## src/sv/pdl_pkg.sv

```systemverilog
// ----------------------------------------------------------------------------
// pdl_pkg: shared types and constants for the password door lock controller
// Transfer payload structs, action/reply/motor codes, password geometry.
// ----------------------------------------------------------------------------
package pdl_pkg;

  localparam int unsigned PasswordLen = 5;
  localparam int unsigned IdxW        = (PasswordLen > 1) ? $clog2(PasswordLen) : 1;
  localparam int unsigned CntW        = $clog2(PasswordLen + 1);

  localparam int unsigned TickW   = 16;
  localparam int unsigned AttW    = 3;
  localparam int unsigned CfgDataW = 16;
  localparam int unsigned CfgIdxW  = 2;

  // action codes
  localparam logic [1:0] ActDigit   = 2'd0;
  localparam logic [1:0] ActCommand = 2'd1;
  localparam logic [1:0] ActTick    = 2'd2;
  localparam logic [1:0] ActLinkErr = 2'd3;

  // reply codes
  localparam logic [1:0] RcGranted = 2'd0;
  localparam logic [1:0] RcDenied  = 2'd1;
  localparam logic [1:0] RcAlert   = 2'd2;
  localparam logic [1:0] RcLocking = 2'd3;

  // motor drive codes
  localparam logic [1:0] MotorStop  = 2'd0;
  localparam logic [1:0] MotorOpen  = 2'd1;
  localparam logic [1:0] MotorClose = 2'd2;

  // config register indexes
  localparam logic [CfgIdxW-1:0] CfgDoorMoveTicks = 2'd0;
  localparam logic [CfgIdxW-1:0] CfgAlertTicks    = 2'd1;
  localparam logic [CfgIdxW-1:0] CfgMaxAttempts   = 2'd2;

  localparam logic [TickW-1:0] DoorMoveTicksRst = 16'd15;
  localparam logic [TickW-1:0] AlertTicksRst    = 16'd60;
  localparam logic [AttW-1:0]  MaxAttemptsRst   = 3'd3;

  typedef enum logic [8:0] {
    PhNewPw     = 9'b000000001,
    PhIdle      = 9'b000000010,
    PhVerUnlock = 9'b000000100,
    PhVerChange = 9'b000001000,
    PhAlert     = 9'b000010000,
    PhOpening   = 9'b000100000,
    PhWaitClear = 9'b001000000,
    PhClosing   = 9'b010000000,
    PhHalted    = 9'b100000000
  } phase_e;

  typedef struct packed {
    logic [1:0] action;
    logic [7:0] digit_value;
    logic       cmd_unlock;
    logic       motion_seen;
  } pdl_in_t;

  typedef struct packed {
    logic       reply_valid;
    logic [1:0] reply_code;
    logic [1:0] motor_drive;
    logic       buzzer_active;
    logic       halted;
  } pdl_out_t;

endpackage

```

## src/sv/password_door_lock_controller.sv

```systemverilog
// ----------------------------------------------------------------------------
// password_door_lock_controller: password entry, verify and door sequencing
// Takes digits, commands, timer ticks and link errors; answers each with
// one result carrying the reply code and the motor/buzzer/halt levels.
// ----------------------------------------------------------------------------
//
//  channel | signals                               | dir | note
//  --------+---------------------------------------+-----+----------------------
//  in      | in_valid_i in_ready_o in_data_i       | in  | one event per transfer
//  out     | out_valid_o out_ready_i out_data_o    | out | one result per event
//  cfg     | cfg_we_i cfg_index_i cfg_wdata_i      | in  | write only, no wait
//
//  Each input transfer is handled directly: the phase update and the
//  result are computed from the accepted item and land in the result
//  register at the same edge, so the result shows in the next cycle.
//  One item per cycle is sustained while the sink takes results; the only
//  stall is a held result (in_ready_o follows out_ready_i when full).
//  Reset (rst_ni low, async) enters new-password entry with default timing.
//  The password stores are plain registers without reset; they are always
//  written before they are read.
module password_door_lock_controller
  import pdl_pkg::*;
(
  input  logic                clk_i,
  input  logic                rst_ni,
  input  logic                in_valid_i,
  output logic                in_ready_o,
  input  pdl_in_t             in_data_i,
  output logic                out_valid_o,
  input  logic                out_ready_i,
  output pdl_out_t            out_data_o,
  input  logic                cfg_we_i,
  input  logic [CfgIdxW-1:0]  cfg_index_i,
  input  logic [CfgDataW-1:0] cfg_wdata_i
);

  // config registers
  logic [TickW-1:0] door_move_ticks_q;
  logic [TickW-1:0] alert_ticks_q;
  logic [AttW-1:0]  max_attempts_q;

  // control state
  phase_e           phase_q, phase_d;
  logic [IdxW-1:0]  digit_index_q, digit_index_d;
  logic             second_q, second_d;
  logic             mismatch_q, mismatch_d;
  logic [AttW-1:0]  attempt_q, attempt_d;
  logic [TickW-1:0] tick_q, tick_d;

  // password stores
  logic [7:0] stored_pw_q [PasswordLen];
  logic [7:0] first_entry_q [PasswordLen];
  logic       fe_we;
  logic       sp_copy;

  // result register
  logic     out_valid_q;
  pdl_out_t out_data_q;
  pdl_out_t res;

  logic             accept;
  logic             last_digit;
  logic [TickW-1:0] tick_inc;
  logic [AttW:0]    attempt_inc;
  logic             fe_mis;
  logic             sp_mis;

  assign in_ready_o  = !out_valid_q || out_ready_i;
  assign accept      = in_valid_i && in_ready_o;
  assign out_valid_o = out_valid_q;
  assign out_data_o  = out_data_q;

  assign last_digit  = ({1'b0, digit_index_q} + (IdxW+1)'(1)) >= (IdxW+1)'(PasswordLen);
  assign tick_inc    = tick_q + TickW'(1);
  assign attempt_inc = {1'b0, attempt_q} + (AttW+1)'(1);
  assign fe_mis      = first_entry_q[digit_index_q] != in_data_i.digit_value;
  assign sp_mis      = stored_pw_q[digit_index_q] != in_data_i.digit_value;

  always_comb begin
    phase_d         = phase_q;
    digit_index_d   = digit_index_q;
    second_d        = second_q;
    mismatch_d      = mismatch_q;
    attempt_d       = attempt_q;
    tick_d          = tick_q;
    fe_we           = 1'b0;
    sp_copy         = 1'b0;
    res.reply_valid = 1'b0;
    res.reply_code  = RcGranted;

    if (phase_q == PhHalted) begin
      // frozen until reset
    end else if (in_data_i.action == ActLinkErr) begin
      phase_d = PhHalted;
    end else if (in_data_i.action == ActDigit) begin
      if (phase_q == PhNewPw) begin
        if (!second_q) begin
          fe_we = 1'b1;
          if (last_digit) begin
            digit_index_d = '0;
            second_d      = 1'b1;
            mismatch_d    = 1'b0;
          end else begin
            digit_index_d = digit_index_q + IdxW'(1);
          end
        end else begin
          if (last_digit) begin
            res.reply_valid = 1'b1;
            if (!(mismatch_q || fe_mis)) begin
              sp_copy        = 1'b1;
              res.reply_code = RcGranted;
              phase_d        = PhIdle;
            end else begin
              res.reply_code = RcDenied;
            end
            digit_index_d = '0;
            second_d      = 1'b0;
            mismatch_d    = 1'b0;
          end else begin
            mismatch_d    = mismatch_q || fe_mis;
            digit_index_d = digit_index_q + IdxW'(1);
          end
        end
      end else if (phase_q == PhVerUnlock || phase_q == PhVerChange) begin
        fe_we = 1'b1;
        if (last_digit) begin
          res.reply_valid = 1'b1;
          if (!(mismatch_q || sp_mis)) begin
            res.reply_code = RcGranted;
            tick_d         = '0;
            phase_d        = (phase_q == PhVerUnlock) ? PhOpening : PhNewPw;
          end else if (attempt_inc >= {1'b0, max_attempts_q}) begin
            // last miss: alert mode
            res.reply_code = RcAlert;
            tick_d         = '0;
            phase_d        = PhAlert;
          end else begin
            res.reply_code = RcDenied;
            attempt_d      = attempt_inc[AttW-1:0];
          end
          digit_index_d = '0;
          second_d      = 1'b0;
          mismatch_d    = 1'b0;
        end else begin
          mismatch_d    = mismatch_q || sp_mis;
          digit_index_d = digit_index_q + IdxW'(1);
        end
      end
    end else if (in_data_i.action == ActCommand) begin
      if (phase_q == PhIdle) begin
        digit_index_d = '0;
        second_d      = 1'b0;
        mismatch_d    = 1'b0;
        attempt_d     = '0;
        phase_d       = in_data_i.cmd_unlock ? PhVerUnlock : PhVerChange;
      end
    end else begin
      // timer tick
      if (phase_q == PhAlert) begin
        tick_d = tick_inc;
        if (tick_inc >= alert_ticks_q) begin
          res.reply_valid = 1'b1;
          res.reply_code  = RcGranted;
          phase_d         = PhIdle;
        end
      end else if (phase_q == PhOpening) begin
        tick_d = tick_inc;
        if (tick_inc >= door_move_ticks_q) begin
          phase_d = PhWaitClear;
        end
      end else if (phase_q == PhWaitClear) begin
        if (!in_data_i.motion_seen) begin
          res.reply_valid = 1'b1;
          res.reply_code  = RcLocking;
          tick_d          = '0;
          phase_d         = PhClosing;
        end
      end else if (phase_q == PhClosing) begin
        tick_d = tick_inc;
        if (tick_inc >= door_move_ticks_q) begin
          res.reply_valid = 1'b1;
          res.reply_code  = RcGranted;
          phase_d         = PhIdle;
        end
      end
    end

    // levels after the update
    res.motor_drive   = (phase_d == PhOpening) ? MotorOpen :
                        (phase_d == PhClosing) ? MotorClose : MotorStop;
    res.buzzer_active = (phase_d == PhAlert) || (phase_d == PhHalted);
    res.halted        = (phase_d == PhHalted);
  end

  // control state and config
  always_ff @(posedge clk_i or negedge rst_ni) begin
    if (!rst_ni) begin
      phase_q           <= PhNewPw;
      digit_index_q     <= '0;
      second_q          <= 1'b0;
      mismatch_q        <= 1'b0;
      attempt_q         <= '0;
      tick_q            <= '0;
      out_valid_q       <= 1'b0;
      door_move_ticks_q <= DoorMoveTicksRst;
      alert_ticks_q     <= AlertTicksRst;
      max_attempts_q    <= MaxAttemptsRst;
    end else begin
      if (accept) begin
        phase_q       <= phase_d;
        digit_index_q <= digit_index_d;
        second_q      <= second_d;
        mismatch_q    <= mismatch_d;
        attempt_q     <= attempt_d;
        tick_q        <= tick_d;
        out_valid_q   <= 1'b1;
      end else if (out_ready_i) begin
        out_valid_q <= 1'b0;
      end
      if (cfg_we_i) begin
        unique case (cfg_index_i)
          CfgDoorMoveTicks: door_move_ticks_q <= cfg_wdata_i[TickW-1:0];
          CfgAlertTicks:    alert_ticks_q     <= cfg_wdata_i[TickW-1:0];
          CfgMaxAttempts:   max_attempts_q    <= cfg_wdata_i[AttW-1:0];
          default: ;
        endcase
      end
    end
  end

  // payload: result and password stores
  always_ff @(posedge clk_i) begin
    if (accept) begin
      out_data_q <= res;
      if (fe_we) begin
        first_entry_q[digit_index_q] <= in_data_i.digit_value;
      end
      if (sp_copy) begin
        for (int i = 0; i < PasswordLen; i++) begin
          stored_pw_q[i] <= first_entry_q[i];
        end
      end
    end
  end

endmodule

```

## config.mk

```make
export PLATFORM = sky130hd
export DESIGN_NAME = password_door_lock_controller
export DESIGN_NICKNAME = d
export VERILOG_FILES = /design/src/sv/pdl_pkg.sv /design/src/sv/password_door_lock_controller.sv
export SDC_FILE = /design/constraint.sdc
export NUM_CORES = 1
export LEC_CHECK = 0
export ABC_AREA = 1
export BUFFER_PORTS_ARGS = -buffer_cell sky130_fd_sc_hd__buf_2
export CAP_MARGIN = 20
export CORE_MARGIN = 8
export CORE_UTILIZATION = 36
export DETAILED_ROUTE_END_ITERATION = 8
export HOLD_SLACK_MARGIN = 0.02
export PLACE_DENSITY = 0.53
export SETUP_SLACK_MARGIN = 0.05
export SYNTH_ARGS = -nofsm -noshare
export SYNTH_HDL_FRONTEND = slang
export SYNTH_SLANG_ARGS = --single-unit
```

## constraint.sdc

```tcl
create_clock -name clk_i -period 4.3 [get_ports clk_i]
set_input_delay 0.645 -clock clk_i [delete_from_list [all_inputs] [get_ports clk_i]]
set_output_delay 0.645 -clock clk_i [all_outputs]
set_load 0.02 [all_outputs]
```

==> results of run 1 <==
-- cells in the mapped netlist (all sizes together), types with 9 or more instances --
cell and instances:
dfstp 11, buf 17, a21oi 26, xor2 9
nor2 88, nand3 76, ha 41, inv 194
o21ai 70, dfrtp 58, nor3 12, nand4 23
edfxtp 111, or2 9, nand2 351, o211ai 10
clkbuf 11
-- where the power goes --
part | total (mW) | switching [mW] | internal [mW]
Clock | 1.55 | 0.775 | 0.779
Combinational | 1.53 | 1.05 | 0.475
Sequential | 2.09 | 0.132 | 1.95
Total | 5.17 | 1.96 | 3.21
-- area by class of cell --
| class | count | area (um2) |
|---|---|---|
| Fill cell | 2720 | 15800 |
| Sequential cell | 180 | 5080 |
| Multi-Input combinational cell | 738 | 3740 |
| Inverter | 196 | 738 |
| Tap cell | 341 | 427 |
| Clock buffer | 17 | 425 |
| Timing Repair Buffer | 57 | 320 |
| Clock inverter | 15 | 160 |
-- cells in the final DEF (no fill, tap or decap), types with 4 or more instances in the layout --
cell type	synthesis	layout
nor3_1	11	8
o211ai_1	10	10
nor3_2	1	4
o21ai_1	4	4
buf_4	3	14
inv_8	0	5
nor2_1	76	75
dfrtp_1	58	56
or2_2	6	6
nand4_1	23	23
ha_1	41	41
xnor2_1	5	5
nor2_2	8	8
nand2_2	4	4
nand2_1	347	347
inv_1	185	185
a21oi_1	26	26
xor2_1	9	9
nor2_4	3	4
dfstp_2	11	11
buf_2	6	43
edfxtp_1	111	111
o21ai_0	64	64
inv_2	8	8
nand3_1	75	75
clkbuf_16	0	17
-- kinds of logic (layout without fill, tap and decap cells) --
kind of cell / count (synthesis) / count (layout) / synth area share [%]
simple gates: 566 / 566 / 25.0
buf+inv: 224 / 285 / 9.49
flops: 180 / 180 / 52.2
compound gates: 117 / 117 / 6.74
fa+ha+maj: 41 / 41 / 5.28
xor+xnor: 14 / 14 / 1.26
-- routing by layer --
metal / track usage, % / vias up / wire length [um]
met5: 0 / - / 0
met2: 24.3 / 127 / 10800
met3: 3.04 / 32 / 872
met4: 4.33 / 0 / 416
met1: 18.5 / 3461 / 10800
li1: - / 3776 / -
-- worst paths after layout --
kind / startpoint / end / slack [ns] / depth (start not counted)
max: tick_q[0] / out_data_o[1] / 0.55 / 23
min: rst_ni / out_valid_o / 0.25 / 1
max reg2reg: tick_q[0] / out_data_o[1] / 0.55 / 23
min reg2reg: first_entry_q[1][5] / stored_pw_q[1][5] / 0.44 / 0
max in group asynchronous: rst_ni / tick_q[0] / 3.04 / 2
min in group clk_i: cfg_wdata_i[5] / alert_ticks_q[5] / 0.43 / 3
-- registers in the layout, summed over array words and instances, names as in the netlist --
signal             count
alert_ticks_q         16
attempt_q              3
max_attempts_q         3
door_move_ticks_q     16
digit_index_q          3
second_q               1
phase_q                9
stored_pw_q           40
out_valid_o            1
first_entry_q         64
mismatch_q             1
out_data_o             7
tick_q                16
-- stage by stage --
stage	worst slack, ns	cells	total power [mW]	hold WS [ns]	utilization (%)
3_5_place_dp	0.454	1512	3.67	0.429	38.5
2_1_floorplan	0.565	1142	3.27	0.349	-
5_1_grt	0.0670	1544	5.54	0.295	40.7
4_1_cts	0.412	1544	5.23	0.266	40.7
6_report	0.552	1544	5.17	0.245	40.7
3_3_place_gp	0.599	1512	3.66	0.424	38.5
==> out/metrics.yaml, run 1 <==
run_status:
  outcome: "finished, final reports clean"
sta:
  finClkSkew_ns: 0.0213
  fin_crit_sh_pct: 87.2
  setup_viol: 0
  maxClockFrequency_mhz: 267
  hold_viol: 0
  finalMaxSlewViolations: 0
  final.setup.tns_ns: 0
  fin_crit_ns: 3.75
  worstMarginPinSlew_ns: 0.919
  rsz0062_at_grt: "no"
  slew-limit-headroom_pct: 38.6
critical_path:
  critPathMostFrequentCell: "nand2_1"
  crit_chain: "nand3_1, nor2_1, nand3_1, nor3b_1, inv_1, nor2_1, inv_1, nor3_2, nand4_1, xnor2_1, ha_1, nand4_1, nor3_1, nand2_1, nand2_1, nand2_1, nand2_1, nor2_1, o21ai_0, nand2_1, inv_1, nand4_1, nor2_1"
  worstSetupPathType: "reg -> reg"
  critPathTopFamily: "simple AND/OR/NAND/NOR gates"
  critPathRequiredTime_ns: 4.59
  start_kind: "flip-flop"
  critPathBufInv: 3
  worst-endpoint-arrival_ns: 4.04
  path_max_fanout: 6
  crit_path_end_kind: "flip-flop"
  max_stage_delay_ns: 0.42
  slowest_stage: "dfrtp_2"
logic_synthesis:
  synth_top_area_share_pct: 34.3
  syn-cell-area_mm2: 0.00971
  synth_area_leaders: "edfxtp_1 (34%), dfrtp_1 (15%), nand2_1 (13%)"
  synth-seq-cells: 180
  syn_inst: 1142
  ys.flop_type: "edfxtp_1"
  ys_warn_count: 0
  syn_avg_cell_area_um2: 8.51
  syn_nets: 1218
  synth_largest_area_cell: "edfxtp_1"
  async_reset_ff_share_pct: 38.3
  synth_cell_types: 45
  ys_seq_area_share_pct: 52.2
  synth-edff-count: 111
detailed_routing:
  drt-vias-per-instance: 4.79
  vias: 7396
  wl_mm: 22.8
  routedWlPerCell_um: 14.8
  ant_nets: 0
  drc: 0
  drt_iter0_markers: 502
  dr.pass1.iters: 5
global_route:
  grt_start_max_net_pins: 67
  grt_pass1_vias: 7300
  grt.overflow.total: 0
  track_usage_pct: 14.5
  grt_first_pass_wirelength_mm: 37.9
  antenna_found_initial: 0
cells_and_area:
  area_delta_synth_final_pct: 12.1
  fin_area_mm2: 0.0109
  nets: 1266
  diodes: 0
  drive_gt1_share_pct: 11.9
pwr:
  p_leak_nw: 5.11
  power_density_mw_per_mm2: 475
  ir_drop_mv: 0.283
flow_run:
  drv_cap: 0
placed_design:
  place_area_mm2: 0.0103
  gp_congestion: 0.873
  hpwl_mm: 16.2
  numPortBuffers: 43
cts:
  insertion_delay_ns: 0.44
  cts_hold_buf: 0
  cts_setup_buffers: 0
  cts_buffer_depth: 2
  clock_sinks: 180
  cts_resized: 0
  root_buffer: "clkbuf_16"
  clkTransAtPathRegs_ns: 0.08
  htreeDepth: 4
  numCtsBuffers: 17
  cts_tree: "done"
die:
  die_h_um: 180
  io_pins: 44
  start_util_pct: 36.3
  coreArea_mm2: 0.0267
  die_w_um: 180
  die-area_mm2: 0.0325
  rows: 60
min_path:
  holdCritPathClass: "in -> async"
Power figures use the tool's default switching activity.
==> inputs of run 2 (changes only) <==
Settings changed: ABC_AREA 1 to default, CTS_BUF_LIST from default to sky130_fd_sc_hd__clkbuf_4 sky130_fd_sc_hd__clkbuf_8, PLACE_DENSITY 0.53 to 0.54.
==> out/metrics.yaml, run 2 <==
detailed_routing:
  dr.pass1.iters: 5  # unchanged
  drt_iter0_markers: 471  # -6.2%
  wl_mm: 20.8  # -9.0%
  ant_nets: 0  # unchanged
  drt-vias-per-instance: 5.25  # +9.7%
  vias: 6211  # -16%
  drc: 0  # unchanged
  routedWlPerCell_um: 17.6  # +19%
logic_synthesis:
  synth-edff-count: 111  # unchanged
  synth-seq-cells: 180  # unchanged
  syn_nets: 859  # -29%
  syn_avg_cell_area_um2: 11.7  # +37%
  synth.most_common_cell: "edfxtp_1"
  async_reset_ff_share_pct: 38.3  # unchanged
  synth_cell_types: 68  # +51%
  syn-cell-area_mm2: 0.00915  # -5.8%
  syn_inst: 783  # -31%
  ys.flop_type: "edfxtp_1"
  ys_seq_area_share_pct: 55.4  # +3.2 points
  synth_top_area_share_pct: 36.4  # +2.1 points
  synth_largest_area_cell: "edfxtp_1"
  synth_area_leaders: "edfxtp_1 (36%), dfrtp_1 (16%), ha_1 (5.6%)"
  netlist_top_cells_count: "edfxtp_1 (111), o21ai_0 (63), nand2_1 (60)"
  ys_warn_count: 0  # unchanged
sta:
  final.setup.tns_ns: 0  # unchanged
  finClkSkew_ns: 0.0216  # +0.000291 ns
  maxClockFrequency_mhz: 256  # -4.0%
  finalMaxSlewViolations: 0  # unchanged
  layout_setup_ws_ns: 0.395  # -0.156 ns
  slew-limit-headroom_pct: 39.3  # +0.69 points
  fin_crit_sh_pct: 90.8  # +3.6 points
  worstMarginPinSlew_ns: 0.911  # -0.00819 ns
  setup_viol: 0  # unchanged
  rsz0062_at_grt: "no"
  hold_viol: 0  # unchanged
  fin_crit_ns: 3.90  # +0.156 ns
cts:
  htreeDepth: 4  # unchanged
  clock_sinks: 180  # unchanged
  numCtsBuffers: 17  # unchanged
  clkTransAtPathRegs_ns: 0.12  # +0.04 ns
  cts_tree: "done"
  cts_buffer_depth: 2  # unchanged
  cts_hold_buf: 0  # unchanged
  insertion_delay_ns: 0.47  # +0.03 ns
  root_buffer: "clkbuf_8"
cells_and_area:
  multi_input_area_mm2: 0.00378  # +1.1%
  reg_top3: "first_entry_q x64, stored_pw_q x40"
  fillers: 2387  # -12%
  regMostFlops: "first_entry_q"
  layout_commonest_cell: "edfxtp_1"
  register_area_mm2: 0.00508  # unchanged
  fin_area_mm2: 0.0103  # -5.2%
  nets: 915  # -28%
  drive_gt1_share_pct: 18.9  # +7.0 points
  largest_reg_flops: 64  # unchanged
  diodes: 0  # unchanged
  layout_common_cells: "edfxtp_1 (111), o21ai_0 (63), nand2_1 (60), dfrtp_1 (56), inv_1 (43)"
  area_delta_synth_final_pct: 12.8
critical_path:
  start_kind: "flip-flop"
  critPathTopFamily: "simple AND/OR/NAND/NOR gates"
  critPathRequiredTime_ns: 4.59  # about the same
  worstSetupPathType: "reg -> reg"
  max_stage_delay_ns: 0.44  # +0.02 ns
  crit_path_end_kind: "flip-flop"
  crit_chain: "ha_1, nand3_1, nor2_1, and3_1, and3_2, and3_1, xor2_1, ha_1, a21o_1, a221o_1, o211a_1, a31oi_1, o311ai_0, nor4b_1"
  worst-endpoint-arrival_ns: 4.19  # +0.15 ns
  critPathBufInv: 0  # -3
  path_max_fanout: 6  # unchanged
  slowest_stage: "dfrtp_2"
pwr:
  p_leak_nw: 4.10  # -20%
  ir_drop_mv: 0.235  # -17%
  power_density_mw_per_mm2: 417  # -12%
placed_design:
  place_area_mm2: 0.00989  # -3.9%
  place_ws_ns: 0.274  # -0.180 ns
  numPortBuffers: 43  # unchanged
  gp_congestion: 0.842  # -3.6%
  hpwl_mm: 14.8  # -8.2%
min_path:
  holdCritPathClass: "in -> async"
die:
  coreArea_mm2: 0.0250  # -6.3%
  die-area_mm2: 0.0308  # -5.3%
  start_util_pct: 36.6  # +0.21 points
  die_h_um: 175  # -2.7%
  rows: 58  # -3.3%
  die_w_um: 175  # -2.7%
  io_pins: 44  # unchanged
global_route:
  grt_first_pass_wirelength_mm: 34.2  # -9.7%
  antenna_found_initial: 0  # unchanged
  grt_pass1_vias: 6366  # -13%
  grt_start_max_net_pins: 70  # +4.5%
  track_usage_pct: 14.0  # -0.47 points
  grt.overflow.total: 0  # unchanged
run_status:
  outcome: "finished, final reports clean"
flow_run:
  drv_cap: 0  # unchanged
-- run 2: cell types whose count changed in the layout (fill, tap and decap cells not counted), moves of 17 or more --
cell / change
nand2_1: -287
inv_1: -142
nand3_1: -48
nor2_1: -36
mux2i_1: +33
mux2_2: +24
clkbuf_16: -17
clkbuf_8: +17
-- run 2: path summary, 6_finish.rpt --
check                                     from              endpoint  slack, ns  cells past startpoint
max                                  tick_q[0]         out_data_o[2]       0.40                     14
min in group clk_i              cfg_wdata_i[5]  door_move_ticks_q[5]       0.38                      3
max reg2reg                          tick_q[0]         out_data_o[2]       0.40                     14
max in group asynchronous               rst_ni             tick_q[0]       3.35                      1
min                                     rst_ni     alert_ticks_q[10]       0.29                      1
min reg2reg                first_entry_q[1][3]     stored_pw_q[1][3]       0.46                      0
-- run 2: cell families (layout without fill, tap and decap cells) --
group           Yosys count  after routing  share of synthesized area, %
simple gates            222            222                          12.6
flops                   180            180                          55.4
compound gates          162            162                          11.2
buf+inv                  79            148                          3.47
mux                      65             65                          8.45
fa+ha+maj                41             41                          5.61
xor+xnor                 34             34                          3.25
-- run 2: report_power, final --
group | switching (mW) | internal (mW)
registers | 0.0986 | 1.93
logic | 0.581 | 0.440
clock network | 0.738 | 0.508
-- run 2: layer usage --
| metal | share of wire (%) | GRT usage (%) | wire length, um | up-vias |
|---|---|---|---|---|
| met5 | 0 | 0 | 0 | - |
| li1 | - | - | - | 3021 |
| met2 | 48 | 23.2 | 9970 | 143 |
| met4 | 1.5 | 4.31 | 314 | 0 |
| met3 | 4.7 | 3.14 | 977 | 24 |
| met1 | 46 | 18.0 | 9490 | 3023 |
-- run 2: timing repair --
action                     4_1_cts  5_1_grt
gates resized for setup          0        2
buffers inserted                 0        0
setup endpoints to repair        0        2
-- run 2: through the flow --
| step | hold WS (ns) | power [mW] | instances | utilization, % |
|---|---|---|---|---|
| after global routing | 0.333 | 4.55 | 1182 | 41.2 |
| final | 0.293 | 4.30 | 1182 | 41.2 |
| after floorplan | 0.349 | 2.78 | 783 | - |
| after CTS | 0.300 | 4.36 | 1182 | 41.2 |
| after global placement | 0.431 | 3.09 | 1150 | 39.5 |
| after detailed placement | 0.435 | 3.10 | 1150 | 39.5 |
-- run 2: area by class of cell --
| class | count | share of cell area [%] |
|---|---|---|
| Sequential cell | 180 | 49.2 |
| Multi-Input combinational cell | 524 | 36.6 |
| Timing Repair Buffer | 70 | 4.32 |
| Tap cell | 330 | 4.00 |
| Clock buffer | 17 | 2.27 |
| Clock inverter | 15 | 1.90 |
| Inverter | 46 | 1.67 |
==> inputs of run 3 (changes only) <==
Clock period 4.3 ns to 3.61 ns, I/O delays scaled along.
==> out/metrics.yaml, run 3 (synthesis gave the netlist of run 2 again) <==
detailed_routing:
  ant_nets: 0  # unchanged
  vias: 6220  # +0.14%
  wl_mm: 21.1  # +1.8%
  routedWlPerCell_um: 17.6  # +0.31%
  drt-vias-per-instance: 5.18  # -1.4%
  drt_iter0_markers: 352  # -25%
  dr.pass1.iters: 5  # unchanged
  drc: 0  # unchanged
sta:
  finalMaxSlewViolations: 0  # unchanged
  maxClockFrequency_mhz: 281  # +9.9%
  rsz0062_at_grt: "yes"
  worstMarginPinSlew_ns: 0.914  # +0.00276 ns
  slew-limit-headroom_pct: 38.9  # -0.37 points
  hold_ws_ns: 0.183  # -0.111 ns
  final.setup.tns_ns: 0  # unchanged
  fin_crit_sh_pct: 98.4  # +7.6 points
  hold_viol: 0  # unchanged
  setup_viol: 0  # unchanged
  fin_crit_ns: 3.55  # -0.351 ns
  finClkSkew_ns: 0.0260  # +0.00435 ns
min_path:
  holdCritPathClass: "in -> async"
cells_and_area:
  drive_gt1_share_pct: 22.6  # +3.7 points
  diodes: 0  # unchanged
  area_delta_synth_final_pct: 15.5
  post-route-util_pct: 42.2  # +1.0 points
  nets: 933  # +2.0%
  layout_common_cells: "edfxtp_1 (111), o21ai_0 (63), nand2_1 (60), dfrtp_1 (56)"
  fillers: 2382  # -0.21%
  largest_reg_flops: 64  # unchanged
  reg_top3: "first_entry_q x64, stored_pw_q x40"
  layout_commonest_cell: "edfxtp_1"
  final_cell_count_no_fill: 1200  # +1.5%
  regMostFlops: "first_entry_q"
critical_path:
  worst-endpoint-arrival_ns: 3.84  # -0.35 ns
  path_max_fanout: 5  # -1
  critPathBufInv: 0  # unchanged
  r2r-start: "tick_q[1]"
  crit_path_end_kind: "flip-flop"
  worstSetupPathType: "reg -> reg"
  crit_start: "tick_q[1]"
  critPathTopFamily: "compound AO/OA/AOI/OAI gates"
  max_stage_delay_ns: 0.40  # -0.04 ns
  slowest_stage: "dfrtp_1"
  critPathRequiredTime_ns: 3.89  # -0.70 ns
  start_kind: "flip-flop"
  crit_chain: "ha_2, nand3_2, nor2_2, and3_4, and3_4, nand3_2, xnor2_2, ha_1, a21o_1, a21o_1, a221o_1, o211a_1, a31oi_2, o311ai_2, nor4b_1"
cts:
  cts_tree: "done"
  insertion_delay_ns: 0.48  # about the same
  root_buffer: "clkbuf_8"
  numCtsBuffers: 17  # unchanged
  cts_hold_buf: 0  # unchanged
  htreeDepth: 4  # unchanged
  cts_buffer_depth: 2  # unchanged
  clock_sinks: 180  # unchanged
  clkTransAtPathRegs_ns: 0.12  # about the same
global_route:
  track_usage_pct: 14.2  # +0.18 points
  grt_first_pass_wirelength_mm: 34.6  # +1.2%
  antenna_found_initial: 0  # unchanged
  grt.overflow.total: 0  # unchanged
  grt_start_max_net_pins: 70  # unchanged
  grt_pass1_vias: 6384  # +0.28%
placed_design:
  gp_congestion: 0.861  # +2.3%
  hpwl_mm: 15.0  # +0.80%
  numPortBuffers: 43  # unchanged
  dp_cells: 1164  # +1.2%
pwr:
  power_mw: 5.10  # +19%
  p_leak_nw: 4.22  # +2.8%
  power_density_mw_per_mm2: 482  # +16%
  ir_drop_mv: 0.224  # -4.6%
die:
  io_pins: 44  # unchanged
  die-area_mm2: 0.0308  # unchanged
  die_h_um: 175  # unchanged
  start_util_pct: 36.6  # unchanged
  coreArea_mm2: 0.0250  # unchanged
  die_w_um: 175  # unchanged
  rows: 58  # unchanged
flow_run:
  drv_cap: 0  # unchanged
run_status:
  outcome: "finished, final reports clean"
-- run 3: cell count changes in the layout (fill, tap and decap cells not counted), moves of 3 or more --
cell     change
and3_1       -3
and3_4       +3
buf_4       +17
inv_8        -4
xnor2_1      -3
xnor2_2      +3
xor2_1       -3
xor2_2       +3
-- run 3: power breakdown --
part	internal [mW]	switching, mW
sequential	2.31	0.0864
combinational	0.530	0.733
clock	0.547	0.896
-- run 3: metrics by stage --
stage | worst slack (ns) | area, um2
floorplan | -0.0434 | 9210
detailed placement | -0.102 | 10000
finish | 0.0561 | 10600
CTS | 0.0535 | 10500
global route | -0.0789 | 10600
global placement | 0.0751 | 10000
-- run 3: worst register-to-register path, stage by stage, from the launching register on --
cell      delay, ns
dfrtp_1        0.40
ha_2           0.20
nand3_2        0.07
nor2_2         0.11
and3_4         0.21
and3_4         0.24
nand3_2        0.11
xnor2_2        0.17
ha_1           0.19
a21o_1         0.17
a21o_1         0.17
a221o_1        0.37
o211a_1        0.30
a31oi_2        0.24
o311ai_2       0.13
nor4b_1        0.29
-- run 3: path summary, 6_finish.rpt --
check / endpoint / slack (ns) / cells after the start
worst max-delay path: out_data_o[2] / 0.06 / 15
worst min-delay path: door_move_ticks_q[8] / 0.18 / 1
worst max register to register: out_data_o[2] / 0.06 / 15
worst min register to register: stored_pw_q[2][1] / 0.45 / 0
max in group asynchronous: tick_q[2] / 2.78 / 1
min in group clk_i: door_move_ticks_q[6] / 0.27 / 3
-- run 3: what timing repair did --
action | 4_1_cts | 5_1_grt
buffers inserted | 1 | 3
endpoints found under the setup margin | 3 | 4
pin swaps | 2 | 2
gates resized for setup | 2 | 14
-- run 3: area by class of cell --
class / count / area [um2] / share of cell area [%]
sequential: 180 / 5080 / 48.0
clock inverter: 15 / 196 / 1.86
inverter: 46 / 173 / 1.63
multi-input combinational: 524 / 3890 / 36.8
timing repair buffer: 88 / 593 / 5.61
tap: 330 / 413 / 3.91
clock buffer: 17 / 234 / 2.21
-- run 3: layer usage --
metal | global-route usage [%] | up-vias | share of wire (%)
met3 | 3.20 | 20 | 3.8
met5 | 0 | - | 0
li1 | - | 3053 | -
met4 | 3.92 | 0 | 1.3
met1 | 18.3 | 3051 | 47
met2 | 23.6 | 96 | 48
